[src/rtl/cbsim_pkg.sv]
// Shared types and constants for the cartridge bank-switch and IRQ mapper.
`timescale 1ns / 1ps
package cbsim_pkg;

    localparam int PATTERN_SLOTS = 8;
    localparam int SLOT_W        = $clog2(PATTERN_SLOTS);

    localparam int ADDR_W  = 16;
    localparam int DATA_W  = 8;
    localparam int LINE_W  = 9;
    localparam int BANK_W  = 8;
    localparam int LOG2_W  = 4;

    // Stream payload widths; the data widths are padded to whole bytes
    localparam int S_TDATA_W = 40;
    localparam int S_TUSER_W = 2;
    localparam int M_TDATA_W = 16;

    typedef enum logic [1:0] {
        KIND_WRITE = 2'd0,
        KIND_TICK  = 2'd1,
        KIND_PRG   = 2'd2,
        KIND_CHR   = 2'd3
    } kind_t;

    typedef enum logic {
        CFG_PRG_LOG2 = 1'b0,
        CFG_CHR_LOG2 = 1'b1
    } cfg_index_t;

    localparam logic [LOG2_W-1:0] PRG_LOG2_RESET = 4'd5;
    localparam logic [LOG2_W-1:0] CHR_LOG2_RESET = 4'd8;

    // Register decode
    localparam logic [ADDR_W-1:0] ADDR_PAT_FIRST = 16'hB000;
    localparam logic [ADDR_W-1:0] ADDR_PAT_LAST  = 16'hE003;
    localparam logic [3:0] PAGE_PRG_LOW    = 4'h8;
    localparam logic [3:0] PAGE_MIRROR     = 4'h9;
    localparam logic [3:0] PAGE_PRG_SECOND = 4'hA;
    localparam logic [3:0] PAGE_IRQ        = 4'hF;
    localparam logic [1:0] OFS_PRG_BANK = 2'd0;
    localparam logic [1:0] OFS_MIRROR   = 2'd0;
    localparam logic [1:0] OFS_SWAP     = 2'd1;
    localparam logic [1:0] OFS_CNT_LO   = 2'd0;
    localparam logic [1:0] OFS_CNT_HI   = 2'd2;
    // Subtracting 6 from address bits 13:11 is adding 2 modulo 8
    localparam logic [SLOT_W-1:0] PAT_SLOT_BIAS = 3'd2;

    // Program lookup windows, address bits 14:13
    localparam logic [1:0] WIN_LOW    = 2'd0;
    localparam logic [1:0] WIN_SECOND = 2'd1;
    localparam logic [1:0] WIN_HIGH   = 2'd2;

    localparam logic [BANK_W-1:0] BANK_SECOND_LAST = 8'hFE;
    localparam logic [BANK_W-1:0] BANK_LAST        = 8'hFF;
    localparam logic [BANK_W-1:0] PRG_SECOND_RESET = 8'h01;

    localparam logic [7:0]        IRQ_FIRE_COUNT = 8'd238;
    localparam logic [7:0]        IRQ_VISIBLE_ADJ = 8'd8;
    localparam logic [LINE_W-1:0] VISIBLE_LINES  = 9'd240;

    typedef struct packed {
        kind_t              kind;
        logic [ADDR_W-1:0]  address;
        logic [DATA_W-1:0]  data;
        logic [LINE_W-1:0]  scanline;
    } item_t;

    typedef struct packed {
        logic [BANK_W-1:0] bank;
        logic              mirror_horizontal;
        logic              irq_line;
    } result_t;

    function automatic logic [BANK_W-1:0] bank_mask(input logic [LOG2_W-1:0] lg);
        logic [BANK_W:0] full;
        full = (9'd1 << lg[2:0]) - 9'd1;
        if (lg[3])
            return BANK_LAST;
        return full[BANK_W-1:0];
    endfunction

endpackage

[src/rtl/cbsim_core.sv]
// Mapper register file, IRQ counter and bank lookup for one item.
`timescale 1ns / 1ps
module cbsim_core (
    input  logic                              clk,
    input  logic                              rst_n,
    input  logic                              cfg_we,
    input  cbsim_pkg::cfg_index_t             cfg_index,
    input  logic [cbsim_pkg::LOG2_W-1:0]      cfg_data,
    input  logic                              step,
    input  cbsim_pkg::item_t                  item,
    output cbsim_pkg::result_t                result
);
    import cbsim_pkg::*;

    logic [LOG2_W-1:0] prg_log2_reg;
    logic [LOG2_W-1:0] chr_log2_reg;

    logic              slot_swap_reg,       slot_swap_next;
    logic [BANK_W-1:0] prg_low_reg,         prg_low_next;
    logic [BANK_W-1:0] prg_second_reg,      prg_second_next;
    logic [BANK_W-1:0] prg_high_reg,        prg_high_next;
    logic [BANK_W-1:0] pat_reg  [PATTERN_SLOTS];
    logic [BANK_W-1:0] pat_next [PATTERN_SLOTS];
    logic              mirror_reg,          mirror_next;
    logic              irq_en_reg,          irq_en_next;
    logic [7:0]        irq_count_reg,       irq_count_next;
    logic              irq_pending_reg,     irq_pending_next;

    logic              pat_hit;
    logic [SLOT_W-1:0] pat_slot;
    logic [3:0]        page;
    logic [1:0]        low2;
    logic              place_en;
    logic [BANK_W-1:0] place_bank;
    logic [7:0]        count_inc;
    logic [BANK_W-1:0] raw_bank;
    logic [BANK_W-1:0] bank_val;

    assign page     = item.address[15:12];
    assign low2     = item.address[1:0];
    assign pat_hit  = (item.kind == KIND_WRITE) && (item.address >= ADDR_PAT_FIRST)
                      && (item.address <= ADDR_PAT_LAST);
    assign pat_slot = SLOT_W'(item.address[13:11] + PAT_SLOT_BIAS)
                      | {{(SLOT_W-1){1'b0}}, item.address[0]};
    assign count_inc = irq_count_reg + 8'd1;

    always_comb
    begin
        slot_swap_next   = slot_swap_reg;
        prg_low_next     = prg_low_reg;
        prg_second_next  = prg_second_reg;
        prg_high_next    = prg_high_reg;
        mirror_next      = mirror_reg;
        irq_en_next      = irq_en_reg;
        irq_count_next   = irq_count_reg;
        irq_pending_next = irq_pending_reg;
        place_en         = 1'b0;
        place_bank       = item.data;

        case (item.kind)
            KIND_WRITE:
            begin
                if (!pat_hit)
                begin
                    case (page)
                        PAGE_PRG_LOW:
                        begin
                            place_en = (low2 == OFS_PRG_BANK);
                        end
                        PAGE_MIRROR:
                        begin
                            if (low2 == OFS_MIRROR)
                                mirror_next = item.data[0];
                            else if (low2 == OFS_SWAP)
                            begin
                                // re-place whatever sits in the low slot now
                                slot_swap_next = item.data[1];
                                place_en       = 1'b1;
                                place_bank     = prg_low_reg;
                            end
                        end
                        PAGE_PRG_SECOND:
                        begin
                            if (low2 == OFS_PRG_BANK)
                                prg_second_next = item.data;
                        end
                        PAGE_IRQ:
                        begin
                            if (low2 == OFS_CNT_LO)
                                irq_count_next = {irq_count_reg[7:4], item.data[3:0]};
                            else if (low2 == OFS_CNT_HI)
                                irq_count_next = {item.data[3:0], irq_count_reg[3:0]};
                            else
                            begin
                                irq_en_next      = item.data[1];
                                irq_pending_next = 1'b0;
                                if (item.scanline < VISIBLE_LINES)
                                    irq_count_next = irq_count_reg - IRQ_VISIBLE_ADJ;
                            end
                        end
                        default:
                        begin
                        end
                    endcase
                end
            end
            KIND_TICK:
            begin
                if (irq_en_reg)
                begin
                    irq_count_next = count_inc;
                    if (count_inc == IRQ_FIRE_COUNT)
                        irq_pending_next = 1'b1;
                end
            end
            default:
            begin
            end
        endcase

        if (place_en)
        begin
            if (slot_swap_next)
            begin
                prg_low_next  = BANK_SECOND_LAST;
                prg_high_next = place_bank;
            end
            else
            begin
                prg_low_next  = place_bank;
                prg_high_next = BANK_SECOND_LAST;
            end
        end
    end

    // Each pattern entry updates its own nibble
    always_comb
    begin
        for (int i = 0; i < PATTERN_SLOTS; i++)
        begin
            pat_next[i] = pat_reg[i];
            if (pat_hit && (pat_slot == SLOT_W'(i)))
            begin
                if (!item.address[1])
                    pat_next[i] = {pat_reg[i][7:4], item.data[3:0]};
                else
                    pat_next[i] = {item.data[3:0], pat_reg[i][3:0]};
            end
        end
    end

    always_comb
    begin
        case (item.address[14:13])
            WIN_LOW:    raw_bank = prg_low_reg;
            WIN_SECOND: raw_bank = prg_second_reg;
            WIN_HIGH:   raw_bank = prg_high_reg;
            default:    raw_bank = BANK_LAST;
        endcase
    end

    always_comb
    begin
        case (item.kind)
            KIND_PRG:
                bank_val = item.address[15] ? (raw_bank & bank_mask(prg_log2_reg)) : '0;
            KIND_CHR:
                bank_val = pat_reg[item.address[12:10]] & bank_mask(chr_log2_reg);
            default:
                bank_val = '0;
        endcase
    end

    assign result.bank              = bank_val;
    assign result.mirror_horizontal = mirror_next;
    assign result.irq_line          = irq_pending_next;

    always_ff @(posedge clk or negedge rst_n)
    begin
        if (!rst_n)
        begin
            prg_log2_reg <= PRG_LOG2_RESET;
            chr_log2_reg <= CHR_LOG2_RESET;
        end
        else if (cfg_we)
        begin
            case (cfg_index)
                CFG_PRG_LOG2: prg_log2_reg <= cfg_data;
                CFG_CHR_LOG2: chr_log2_reg <= cfg_data;
                default:
                begin
                end
            endcase
        end
    end

    always_ff @(posedge clk or negedge rst_n)
    begin
        if (!rst_n)
        begin
            slot_swap_reg   <= 1'b0;
            prg_low_reg     <= '0;
            prg_second_reg  <= PRG_SECOND_RESET;
            prg_high_reg    <= BANK_SECOND_LAST;
            mirror_reg      <= 1'b0;
            irq_en_reg      <= 1'b0;
            irq_count_reg   <= '0;
            irq_pending_reg <= 1'b0;
            for (int i = 0; i < PATTERN_SLOTS; i++)
                pat_reg[i] <= BANK_W'(i);
        end
        else if (step)
        begin
            slot_swap_reg   <= slot_swap_next;
            prg_low_reg     <= prg_low_next;
            prg_second_reg  <= prg_second_next;
            prg_high_reg    <= prg_high_next;
            mirror_reg      <= mirror_next;
            irq_en_reg      <= irq_en_next;
            irq_count_reg   <= irq_count_next;
            irq_pending_reg <= irq_pending_next;
            for (int i = 0; i < PATTERN_SLOTS; i++)
                pat_reg[i] <= pat_next[i];
        end
    end

endmodule

[src/rtl/cartridge_bank_switch_irq_mapper.sv]
// Top level: stream ports, input register and result register around the mapper core.
`timescale 1ns / 1ps
// Cartridge bank-switch mapper with a scanline IRQ counter. Each item on the
// slave stream is a CPU register write, an IRQ tick, a program bank lookup or
// a pattern bank lookup, and produces exactly one result item (bank, mirroring,
// IRQ line). The block takes one item per clock when the output is drained;
// each item passes the input register, then the decode and lookup logic, then
// the result register. The user writes the bank-size registers through the cfg
// port only while no item is in flight; the block does not enforce this.
module cartridge_bank_switch_irq_mapper (
    input  logic                                clk,
    input  logic                                rst_n,
    input  logic                                cfg_we,
    input  logic                                cfg_index,
    input  logic [cbsim_pkg::LOG2_W-1:0]        cfg_data,
    input  logic                                s_tvalid,
    output logic                                s_tready,
    input  logic [cbsim_pkg::S_TDATA_W-1:0]     s_tdata,  // address[15:0], data[23:16], scanline[32:24]
    input  logic [cbsim_pkg::S_TUSER_W-1:0]     s_tuser,  // kind[1:0]
    output logic                                m_tvalid,
    input  logic                                m_tready,
    output logic [cbsim_pkg::M_TDATA_W-1:0]     m_tdata   // bank[7:0], mirror_horizontal[8], irq_line[9]
);
    import cbsim_pkg::*;

    logic    in_valid_reg;
    item_t   item_reg;
    logic    out_valid_reg;
    result_t result_reg;
    result_t result;
    logic    advance;
    logic    fire;
    logic    s_accept;

    assign advance  = !out_valid_reg || m_tready;
    assign fire     = in_valid_reg && advance;
    assign s_tready = !in_valid_reg || advance;
    assign s_accept = s_tvalid && s_tready;

    cbsim_core u_core (
        .clk      (clk),
        .rst_n    (rst_n),
        .cfg_we   (cfg_we),
        .cfg_index(cfg_index_t'(cfg_index)),
        .cfg_data (cfg_data),
        .step     (fire),
        .item     (item_reg),
        .result   (result)
    );

    always_ff @(posedge clk or negedge rst_n)
    begin
        if (!rst_n)
        begin
            in_valid_reg  <= 1'b0;
            out_valid_reg <= 1'b0;
        end
        else
        begin
            if (s_accept)
                in_valid_reg <= 1'b1;
            else if (fire)
                in_valid_reg <= 1'b0;

            if (fire)
                out_valid_reg <= 1'b1;
            else if (m_tready)
                out_valid_reg <= 1'b0;
        end
    end

    always_ff @(posedge clk)
    begin
        if (s_accept)
        begin
            item_reg.kind     <= kind_t'(s_tuser);
            item_reg.address  <= s_tdata[15:0];
            item_reg.data     <= s_tdata[23:16];
            item_reg.scanline <= s_tdata[32:24];
        end
        if (fire)
            result_reg <= result;
    end

    assign m_tvalid = out_valid_reg;
    assign m_tdata  = {6'b000000, result_reg.irq_line, result_reg.mirror_horizontal,
                       result_reg.bank};

endmodule

[config.mk]
export PLATFORM = sky130hd
export DESIGN_NAME = cartridge_bank_switch_irq_mapper
export DESIGN_NICKNAME = d
export VERILOG_FILES = /design/src/rtl/cbsim_pkg.sv /design/src/rtl/cbsim_core.sv /design/src/rtl/cartridge_bank_switch_irq_mapper.sv
export SDC_FILE = /design/constraint.sdc
export NUM_CORES = 1
export LEC_CHECK = 0
export ABC_AREA = 0
export BUFFER_PORTS_ARGS = -buffer_cell sky130_fd_sc_hd__buf_2
export CAP_MARGIN = 20
export CELL_PAD_IN_SITES_DETAIL_PLACEMENT = 1
export CELL_PAD_IN_SITES_GLOBAL_PLACEMENT = 1
export CORE_ASPECT_RATIO = 0.8
export CORE_MARGIN = 2
export CORE_UTILIZATION = 50
export DETAILED_ROUTE_END_ITERATION = 12
export GPL_ROUTABILITY_DRIVEN = 0
export PLACE_DENSITY_LB_ADDON = 0.1
export REMOVE_ABC_BUFFERS = 1
export SYNTH_ARGS = -nofsm -noshare
export SYNTH_HDL_FRONTEND = slang
export SYNTH_SLANG_ARGS = --single-unit
export TNS_END_PERCENT = 20
[constraint.sdc]
create_clock -name clk -period 5.9 [get_ports clk]
set_clock_uncertainty 0.15 [all_clocks]
set_input_delay 1.77 -clock clk [delete_from_list [all_inputs] [get_ports clk]]
set_output_delay 1.77 -clock clk [all_outputs]
set_load 0.02 [all_outputs]
Yosys cells after proc, flatten, opt, wreduce, memory -nomap -nowiden:

Cells that the tools add are included.

* bitwise operators: 9
* reductions and logical operators: 46
* equal/unequal tests: 26
* magnitude comparators: 4
* shift-type cells: 2
* add/subtract/negate cells: 5
* multiplexer cells: 55

Operator list (number)
* $mux 8: 22
* $reduce_and 3->1: 16
* $pmux 8 s2: 2
* $mux 1: 27
* $bmux 8 s3: 1
* $pmux 8 s3: 1
* $and 8x8->8: 2
* $eq 4x4->1 const B: 4
* $ge 16x16->1 const B: 1
* $le 16x16->1 const B: 1
* $shl 1x3->8 const A: 2
* $sub 8x1->8 const B: 2
* $reduce_and 7->1: 2
* $eq 3x3->1 const B: 4
* $logic_and 1x1->1: 12
* $lt 9x8->1 const B: 1
* $ne 3x3->1 const B: 3
* $add 8x1->8 const B: 1
* $eq 2x2->1 const B: 4
* $eq 8x8->1 const B: 1
* $sub 8x4->8 const B: 1
* $eq 2x1->1 const B: 3
* $eq 3x2->1 const B: 2
* $logic_not 2->1: 3
* other kinds (16): 29

* input bits: 52
* flip-flop bits (word level): 155

Longest topological paths before layout:

* depth in word-level cells: 7
* mapped depth: 10

Modules after synthesis:

A second synthesis with hierarchy kept.

* cell total of the unflattened synthesis: 604
* area total of the unflattened synthesis: 7965.1 um^2

By module, submodules not included
* cbsim_core: sequential area each 2731.4 um^2, times used 1, cells an instance 544, area an instance 6461.2 um^2
* cartridge_bank_switch_irq_mapper: sequential area each 1401.3 um^2, times used 1, cells an instance 60, area an instance 1503.9 um^2

Worst setup path after synthesis:

OpenSTA, ideal clock, no wires.

* path type: input to output
* from: in m_tready
* to: out s_tready
* stages: 2
* buffers on the path: 0
* setup slack: 1.871 ns
* data arrival time: 2.109 ns
* path through: nor2b_1 > nand2_1

* longest elaborated chain between the ends: 2

Ends and longest elaborated chain
* start: declaration: RTL line cartridge_bank_switch_irq_mapper.sv:21 `input logic m_tready,`
* $logic_or 1x1->1: RTL line cartridge_bank_switch_irq_mapper.sv:35 `assign advance = !out_valid_reg || m_tready;`
* $logic_or 1x1->1: RTL line cartridge_bank_switch_irq_mapper.sv:37 `assign s_tready = !in_valid_reg || advance;`
* end: declaration: RTL line cartridge_bank_switch_irq_mapper.sv:17 `output logic s_tready,`

No other way between the ends.

Worst setup path in the final report:

Same ends and word-level chain as after synthesis.

==> reports/metrics.yaml <==
outcome:
  status: "finished, final reports clean"
setup_path:
  path_cells: "buf_2, nor2b_1, nand2_1, buf_2"
  reg2reg_to: "u_core.pat_reg[51]"
  crit_start: "m_tready"
  end_kind: "output port"
  critical_path_class: "primary input to output port"
  r2r_start: "item_reg[29]"
  cp_slowest_cell: "nor2b_1"
  cpPeakStageDelay_ns: 0.19
  crit_required_ns: 3.98
  cp_data_arrival_time_ns: 2.36
  path_delay_family: "simple AND/OR/NAND/NOR gates"
  critPathMaxFanout: 3
  cp_num_buf_inv: 2
  crit_cells: 4
  rrSetupSlack_ns: 2.11
  crit_path_frequent_cell: "buf_2"
  r2r_cells: 7
  critPathLaunchType: "primary input"
clocking:
  ctsRootBufferMaster: "clkbuf_16"
  cts_buffers: 17
  clk_latency_ns: 0.44
  cts_resized: 0
  numClockSinks: 151
  cts.htree.levels: 4
  cts_setup_buffers: 0
  clock_path_buffers: 2
  clkSlewWorstSetupHoldPaths_ns: 0.06
  cts_tree: "built"
  ctsHoldBuffers: 0
timing:
  hold_viol: 0
  worst_slack_ns: 1.62
  hold_ws_ns: 0.343
  worst_pin_slew_ns: 0.954
  slew_headroom_pct: 36.4
  fin_tns_setup_ns: 0
  setup_viol_count_final: 0
  min_period_over_period_pct: 72.6
  grt_setup_unrepaired: "no"
  drv_slew: 0
  fmax_mhz: 233
  min_period_ns: 4.28
synth:
  ys_top_cells_by_count: "dfrtp_1 (87), mux2_2 (75), edfxtp_1 (41), nor2_1 (29), clkbuf_1 (28)"
  syn_area_sq_um: 7460
  yosys.area.top_type_share_pct: 29.2
  ys_seq_area_share_pct: 53.8
  ys_seq_elements: 151
  ys.flop_type: "dfrtp_1"
  synth_enable_flop_cells: 41
  synthMuxAreaShare_pct: 21.0
  synth_most_common_cell: "dfrtp_1"
  syn_inst: 574
  yosys.area_share.simple_pct: 10.8
  yosys_warnings: 0
  synth_area_per_cell_sq_um: 13.0
  synth_area_leaders: "dfrtp_1 (29%), edfxtp_1 (16%), mux2_2 (11%), dfstp_2 (8.1%), mux4_2 (4.8%)"
  synth_top_family_by_area: "multiplexers"
  synth_compound_area_share_pct: 7.83
  ys_types: 62
  ys_async_sr_fraction_pct: 72.8
  synthXorXnorAreaFrac_pct: 1.06
  synth_area_leader_cell: "dfrtp_1"
  synth_fa_ha_area_share_pct: 1.68
drt:
  drc: 0
  viasPerCell: 6.09
  post_drt_wl_per_cell_microns: 23.3
  vias: 4913
  first_pass_iters: 5
  drtIter0Drc: 356
  ant_nets: 0
  drt_wl_total_microns: 18800
pwr:
  power.density_nw_per_um2: 317
  power_uw: 2670
  p_leak_uw: 0.00367
  vdd_drop_max_uv: 199
floorplan:
  dieArea_sq_um: 15900
  die_w_microns: 141
  rows: 39
  core_area_sq_um: 14400
  die_h_microns: 113
  start_util_pct: 51.7
  io_pins: 70
hold_path:
  whs_endpoint: "u_core.prg_high_reg[1]"
  hold_path.class: "flip-flop to flip-flop"
  hold_path_depth: 2
  hold_start: "u_core.prg_high_reg[1]"
global_routing:
  track_usage_pct: 25.4
  antenna_found_initial: 0
  grt_first_pass_wirelength_microns: 30500
  grt_max_degree: 83
  first_global_vias: 5283
  grt-ovfl-total: 0
layout:
  fin_nets: 672
  drive_gt1_share_pct: 35.8
  syn2layout_area_growth_pct: 12.6
  insertedDiodeCount: 0
  n_fill_cell: 1434
  largest_reg_flops: 64
  final_util_pct: 58.2
placed_design:
  dp_slack_ns: 1.47
  dp_hpwl_microns: 12500
  portBuffers: 52
run:
  cap_viol_max_count: 0
[cells by family after synthesis]
family / count (synthesis)
mux: 121
flops: 151
other cells: 1
fa+ha+maj: 10
simple gates: 142
xor+xnor: 9
compound gates: 81
buf+inv: 59
[through the flow]
| stage | cell area [sq um] | cells |
|---|---|---|
| 2_1_floorplan | 7250 | 534 |
| 3_3_place_gp | 7770 | 774 |
| 3_5_place_dp | 7770 | 774 |
| 4_1_cts | 8370 | 806 |
| 5_1_grt | 8400 | 807 |
| 6_report | 8400 | 807 |
[routing by layer]
metal	track usage [%]	vias to the layer above	share of wire, %
met5	0	-	0
met4	7.07	0	1.5
met3	5.71	22	3.5
met2	41.4	93	49
met1	34.7	2582	47
li1	-	2216	-
[layout make-up]
class                      instances  area (sq um)  share of cell area, %
sequential                       151          4010                   47.8
clock buffer                      18           439                   5.23
tap                              184           230                   2.74
timing repair buffer              57           320                   3.81
clock inverter                    14           160                   1.91
multi-input combinational        369          3190                   37.9
inverter                          14          52.6                  0.626
[where the power goes]
part           switching, uW  total [uW]  internal [uW]
combinational            162         293            130
sequential              91.2        1250           1160
clock                    473        1120            646
[how the worst max path moves through the flow]
| stage | end | slack [ns] |
|---|---|---|
| final | s_tready | 1.62 |
| after global placement | u_core.pat_reg[36] | 1.60 |
| after floorplan | s_tready | 1.87 |
| after global routing | s_tready | 1.56 |
| after CTS | s_tready | 1.61 |
| after detailed placement | u_core.pat_reg[37] | 1.47 |
[layout by cell type (no fill, tap or decap), types with 4 or more instances in the layout]
| cell type | synthesis | layout |
|---|---|---|
| a211oi_1 | 8 | 8 |
| a21oi_1 | 13 | 13 |
| and2_1 | 6 | 6 |
| and3_1 | 5 | 5 |
| buf_2 | 1 | 51 |
| buf_4 | 6 | 5 |
| clkbuf_16 | 0 | 17 |
| conb_1 | 1 | 6 |
| dfrtp_1 | 87 | 87 |
| dfstp_2 | 23 | 23 |
| edfxtp_1 | 41 | 41 |
| ha_1 | 10 | 10 |
| inv_1 | 14 | 14 |
| inv_6 | 0 | 6 |
| mux2_2 | 75 | 75 |
| mux2_4 | 12 | 12 |
| mux2i_1 | 18 | 18 |
| mux4_2 | 16 | 16 |
| nand2_1 | 21 | 21 |
| nand2b_1 | 4 | 4 |
| nand3_1 | 16 | 16 |
| nand4_1 | 4 | 4 |
| nor2_1 | 29 | 29 |
| nor2b_1 | 8 | 8 |
| nor3_1 | 16 | 16 |
| nor3b_1 | 6 | 6 |
| o21ai_0 | 11 | 11 |
| o221ai_1 | 5 | 5 |
| o22a_1 | 8 | 8 |
| o22ai_1 | 4 | 4 |
| o31ai_1 | 4 | 4 |
| o32ai_1 | 7 | 7 |
| or3_1 | 6 | 6 |
| xor2_1 | 6 | 6 |
[tightest hold or removal path, cell delays in order (launching register included)]
cell	delay (ns)
dfstp_2	0.38
nand2_1	0.05
o31ai_1	0.06
(Power assumes the default switching activity.)
